[src/rtl/core/bfa_pkg.sv]
package bfa_pkg;

  localparam int NUM_BLOCKS  = 256;
  localparam int MAX_REGIONS = 128;

  // derived widths
  localparam int BLK_W    = $clog2(NUM_BLOCKS);
  localparam int LEN_W    = $clog2(NUM_BLOCKS + 1);
  localparam int CNT_W    = $clog2(MAX_REGIONS + 1);
  localparam int RIDX_W   = (MAX_REGIONS > 1) ? $clog2(MAX_REGIONS) : 1;
  localparam int NEED_W   = LEN_W + 1;
  localparam int NEED_MAX = 2 ** NEED_W - 1;

  // fixed field widths
  localparam int ACT_W   = 2;
  localparam int BYTES_W = 22;
  localparam int IDX_W   = 8;
  localparam int SHIFT_W = 4;
  localparam int POOL_W  = 9;
  localparam int STAT_W  = 2;
  localparam int CFG_W   = 9;
  localparam int ROUND_W = BYTES_W + 1;

  // action codes
  localparam logic [ACT_W-1:0] ACT_ALLOC  = 2'd0;
  localparam logic [ACT_W-1:0] ACT_FREE   = 2'd1;
  localparam logic [ACT_W-1:0] ACT_REINIT = 2'd2;
  localparam logic [ACT_W-1:0] ACT_NONE   = 2'd3;

  // status codes
  localparam logic [STAT_W-1:0] STAT_OK        = 2'd0;
  localparam logic [STAT_W-1:0] STAT_NO_SPACE  = 2'd1;
  localparam logic [STAT_W-1:0] STAT_ZERO_SIZE = 2'd2;
  localparam logic [STAT_W-1:0] STAT_NOT_ALLOC = 2'd3;

  // configuration register indexes
  localparam logic CFG_BLOCK_SHIFT = 1'b0;
  localparam logic CFG_POOL_BLOCKS = 1'b1;

  typedef struct packed {
    logic [ACT_W-1:0]   action;
    logic [BYTES_W-1:0] byte_count;
    logic [IDX_W-1:0]   free_index;
  } request_t;

  typedef struct packed {
    logic [STAT_W-1:0] status;
    logic [IDX_W-1:0]  start_block;
  } result_t;

  typedef enum logic [2:0] {
    KIND_ALLOC,
    KIND_ZERO,
    KIND_FREE,
    KIND_BADFREE,
    KIND_REINIT,
    KIND_NOP
  } kind_t;

  typedef struct packed {
    kind_t              kind;
    logic [NEED_W-1:0]  need;
    logic [BYTES_W-1:0] byte_count;
    logic [BLK_W-1:0]   at;
  } cmd_t;

  typedef struct packed {
    logic [BLK_W-1:0] start;
    logic [LEN_W-1:0] len;
  } region_t;

  // bytes rounded up to whole blocks
  function automatic logic [ROUND_W-1:0] round_blocks(input logic [BYTES_W-1:0] nbytes,
                                                      input logic [SHIFT_W-1:0] shift);
    logic [ROUND_W-1:0] sum;
    sum = {1'b0, nbytes} + ((ROUND_W'(1) << shift) - ROUND_W'(1));
    return sum >> shift;
  endfunction

endpackage

[src/rtl/core/bfa_front.sv]
module bfa_front (
  input  logic                           clk,
  input  logic                           rst,
  input  bfa_pkg::request_t              request,
  input  logic                           push,
  output logic                           full,
  input  logic [bfa_pkg::SHIFT_W-1:0]    block_shift,
  output logic                           cmd_valid,
  output bfa_pkg::cmd_t                  cmd,
  input  logic                           cmd_pop
);
  import bfa_pkg::*;

  logic [ROUND_W-1:0] blocks;
  cmd_t               cls;
  cmd_t               q [2];
  logic               q_rd;
  logic               q_wr;
  logic [1:0]         q_cnt;
  logic               do_push;
  logic               do_pop;

  // classify the request
  always_comb begin
    blocks         = round_blocks(request.byte_count, block_shift);
    cls.need       = (blocks > ROUND_W'(NEED_MAX)) ? NEED_W'(NEED_MAX) : NEED_W'(blocks);
    cls.byte_count = request.byte_count;
    cls.at         = BLK_W'(request.free_index);
    case (request.action)
      ACT_ALLOC: begin
        cls.kind = (request.byte_count == '0) ? KIND_ZERO : KIND_ALLOC;
      end
      ACT_FREE: begin
        cls.kind = ({1'b0, request.free_index} >= (IDX_W + 1)'(NUM_BLOCKS)) ?
                   KIND_BADFREE : KIND_FREE;
      end
      ACT_REINIT: cls.kind = KIND_REINIT;
      default:    cls.kind = KIND_NOP;
    endcase
  end

  assign full      = (q_cnt == 2'd2);
  assign cmd_valid = (q_cnt != 2'd0);
  assign cmd       = q[q_rd];
  assign do_push   = push && !full;
  assign do_pop    = cmd_pop && cmd_valid;

  always_ff @(posedge clk) begin
    if (rst) begin
      q_rd  <= 1'b0;
      q_wr  <= 1'b0;
      q_cnt <= 2'd0;
    end else begin
      if (do_push) begin
        q[q_wr] <= cls;
        q_wr    <= ~q_wr;
      end
      if (do_pop) begin
        q_rd <= ~q_rd;
      end
      q_cnt <= q_cnt + {1'b0, do_push} - {1'b0, do_pop};
    end
  end

endmodule

[config.mk]
export PLATFORM = sky130hd
export DESIGN_NAME = bfa_front
export DESIGN_NICKNAME = d
export VERILOG_FILES = /design/src/rtl/core/bfa_pkg.sv /design/src/rtl/core/bfa_front.sv
export SDC_FILE = /design/constraint.sdc
export NUM_CORES = 1
export LEC_CHECK = 0
export BUFFER_PORTS_ARGS = -buffer_cell sky130_fd_sc_hd__buf_2
export CAP_MARGIN = 20
export CORE_MARGIN = 2
export CORE_UTILIZATION = 42
export DETAILED_ROUTE_END_ITERATION = 12
export PLACE_DENSITY_LB_ADDON = 0.05
export SLEW_MARGIN = 20
export SYNTH_ARGS = -nofsm -noshare
export SYNTH_HDL_FRONTEND = slang
export SYNTH_SLANG_ARGS = --single-unit
[constraint.sdc]
create_clock -name clk -period 6.95 [get_ports clk]
set_input_delay 1.39 -clock clk [delete_from_list [all_inputs] [get_ports clk]]
set_output_delay 1.39 -clock clk [all_outputs]
set_load 0.01 [all_outputs]
==> results list <==
- Number of enable-type register cells in the synthesized netlist: 86
- The design draws 1.80 mW.
- In this run, distinct cell masters in the synthesized netlist total 71.
- The post-route netlist has 25.8% of its cells at a drive strength greater than 1.
* Post-cts sizing count: 0
- The number of hold buffers added after CTS was 0.
- Clock tree synthesis inserted a total of 9 buffers.
* Count of endpoints failing hold in the final timing report: 0
- Flops & latches, synth: 91
- The run finished with clean final reports.
- Worst-case vdd ir drop: 117 uV
* Shortest clock period the worst path allows after layout: 6.30 ns
- For this run the aggregate overflow at the end of global routing stands at 0.
- At the end of routability-driven placement, the weighted congestion stood at 0.923.
* Post-CTS Setup Repair Bufs: 0
* Fin worst setup slack: 0.649 ns
* Max Fanout on Critical Path: 18
- Initial core utilization: 43.1%
* Path type of the worst setup path: in -> reg
- FMAX: 0.159 GHz
- Number of synthesis warnings: 0
- In this run the number of H-tree levels came out at 3.
- Post-route fraction of the period consumed by the critical path: 90.7%
* Tightest Hold Check Type: reg -> reg
- Sequence of cells on the critical path: buf_2, inv_1, nor2_1, nand2_1, ha_1, inv_1, ha_1, fa_1, a21o_1, a221oi_2, o21ai_0, xnor2_1, o2bb2ai_1, a211oi_1, o211ai_1, a311oi_2, a41oi_2, a211o_1
* Sequential area share after synthesis: 42.8%
* Unrepaired setup endpoints after global routing: no
- Prior to clock tree synthesis, the placed netlist has a worst setup slack of 0.332 ns.
- After the last flow step, the layout net total stands at 764.
- Tot GR Track Use: 19.1%
* Overall via count from detail_route: 4876
- After filler insertion, the fill cell instance count of the layout stands at 1380.
* Most area-consuming cells after synthesis: edfxtp_1 (41%), mux2_2 (8.4%), ha_1 (8.4%)
- Fraction of synthesis flops using an asynchronous set or reset pin: 0%
- Max-slew violations: 0
- Summing all flip-flop and latch instances after layout gives 0.00268 mm2.
* Gate Count Post-Synth: 605
* Clock skew: 0.00770 ns
- For this design, the slowest cell found on the critical path is nor2_1.
* Kind of cell with the highest combined delay on the critical path: compound AO/OA/AOI/OAI gates
* Post-detailed-route via-to-cell ratio: 5.60
- In this run the horizontal extent of the chip is 126 um.
* Delay of the slowest cell on the worst path: 0.64 ns
- The clock passes through at most 2 buffers.
- In this run, placement finished with an instance count of 854.
- The clock reaches the later pin of the worst-skew pair after 0.34 ns.
- Ant. Diodes: 0
- Estimated wirelength of the detail-placed design: 11300 um
- Across the run, the number of max-cap violations was 0.
- First-pass GRT wire length: 24600 um
* Worst Tran Pin Value: 1.02 ns
- After clock tree synthesis, the clock-pin slew on the worst setup and hold paths is 0.06 ns.
- Cell area after technology mapping: 0.00626 mm2
* I/O pin count: 85
- For this run, the number of standard cells in the final layout without fillers is 870.
- The core region is 0.0145 mm2.
* Dominant cell type by area after synthesis: edfxtp_1
- Clock Tree Root: clkbuf_16
- Clock tree synthesis found a total of 91 sinks.
- Tightest slew margin relative to the limit: 32.3%
* Final wirelength: 14900 um
* Height of the die: 126 um
- In this run, the number of DRC markers left after iteration 0 of detailed routing was 383.
- Per-instance average area after synthesis: 10.4 um2
- Count of buffers from port buffering: 84
- CP Data Arrival Time: 6.39 ns
* Number of global-route vias before repair: 4763
- STA classifies the critical path endpoint as a flop.
- Synthesis produced a netlist with a net count of 688.
- The number of antenna violations at the first check in global routing came to 0.
- The multi-input combinational cells in the finished layout cover a total of 0.00322 mm2.
- Count of endpoints failing setup in the final report: 0
* Worst Path Required: 7.04 ns
* Routed WL per cell: 17.2 um
- Die footprint: 0.0159 mm2
* Post-synthesis to final-layout area growth: 14.2%
* Std cell rows: 44
* Core Util, Final: 49.2%
- Total negative slack for setup checks: 0 ns
- Primary FF master, synth: edfxtp_1
- Most used standard cell by instance count after synthesis: edfxtp_1
- In the synthesized netlist, the cells that appear most often are edfxtp_1 (86), inv_1 (64), mux2_2 (47).
- Kind of launch point of the worst setup path: input port
- Together, buffers and inverters on the worst path number 3.
- Pleak: 2.86 nW
- Entering global routing, the biggest net connects 44 pins.
- Final antenna-violating net count: 0
- For this design the ratio of total power to cell area is 251 mW/mm2.
- Clock tree from TritonCTS: yes
* Router iterations before antenna repair: 5
- The top cell type by area accounts for 41.2% of the synthesized area.
* Post-route DRC violation count: 0
per-layer routing:
layer	wire, um	track usage, %	share of wire, %	up-vias
met5	0	0	0	-
li1	-	-	-	2388
met4	184	5.43	1.2	0
met1	7080	26.9	47	2351
met2	6940	30.5	46	124
met3	732	3.36	4.9	13
state kept, by name, summed over array words and instances (netlist names), named ones only:
register,flops
q_wr,1
q_cnt,2
q,86
q_rd,1
placed cells by master (no fill, tap or decap), drive strengths merged, types with 3 or more instances in the layout:
master   n
clkbuf  10
or2      4
nand3    8
xor2     9
inv     66
edfxtp  86
mux2i   12
mux4     4
nor3    15
clkinv   3
o211ai   6
nor2    38
ha      42
or4      3
nor4     7
o22a     3
o21a     7
a21o     8
a221oi   4
and2     4
o22ai    3
nor2b    7
a21oi   27
nand2b   5
dfxtp    5
nand2   45
a211o    7
xnor2   13
o21ai   26
mux2    47
buf     96
a211oi   8
nand4    9
a31oi    6
stage by stage:
step,hold WS [ns],area [um2]
2_1_floorplan,0.481,6260
3_3_place_gp,0.497,6890
3_5_place_dp,0.514,6890
4_1_cts,0.537,7150
5_1_grt,0.565,7150
6_report,0.532,7150
worst paths after layout:
| kind | startpoint | end | slack, ns | cells past startpoint |
|---|---|---|---|---|
| worst max-delay path | block_shift[0] | q[1][32] | 0.65 | 18 |
| worst min-delay path | q_rd | flop | 0.53 | 2 |
| worst max register to register | q_cnt[1] | q_cnt[1] | 5.05 | 8 |
| worst min register to register | q_rd | flop | 0.53 | 2 |
cells by family (layout without fill, tap and decap cells):
| logic type | after synthesis | in the layout | synth area share, % |
|---|---|---|---|
| flops | 91 | 91 | 42.8 |
| xor+xnor | 22 | 22 | 3.08 |
| buf+inv | 95 | 176 | 5.91 |
| simple gates | 155 | 155 | 12.0 |
| fa+ha+maj | 43 | 43 | 8.71 |
| mux | 63 | 63 | 11.8 |
| compound gates | 136 | 136 | 15.7 |
final cells by class:
cell class / count / area share [%]
clock inverter: 6 / 0.542
multi-input combinational: 419 / 45.0
timing repair buffer: 96 / 7.14
inverter: 64 / 3.36
sequential: 91 / 37.5
tap: 184 / 3.22
clock buffer: 10 / 3.20
power by group:
| part | total (mW) | switching (mW) | internal, mW |
|---|---|---|---|
| Sequential | 0.708 | 0.0470 | 0.661 |
| Clock | 0.440 | 0.198 | 0.242 |
| Combinational | 0.650 | 0.354 | 0.296 |
| Total | 1.80 | 0.599 | 1.20 |
tightest hold or removal path, cell delays in order (launching register included):
cell	delay, ns
dfxtp_1	0.33
xnor2_1	0.09
nor2_1	0.08
No activity file was read; power rests on OpenSTA's default activity.
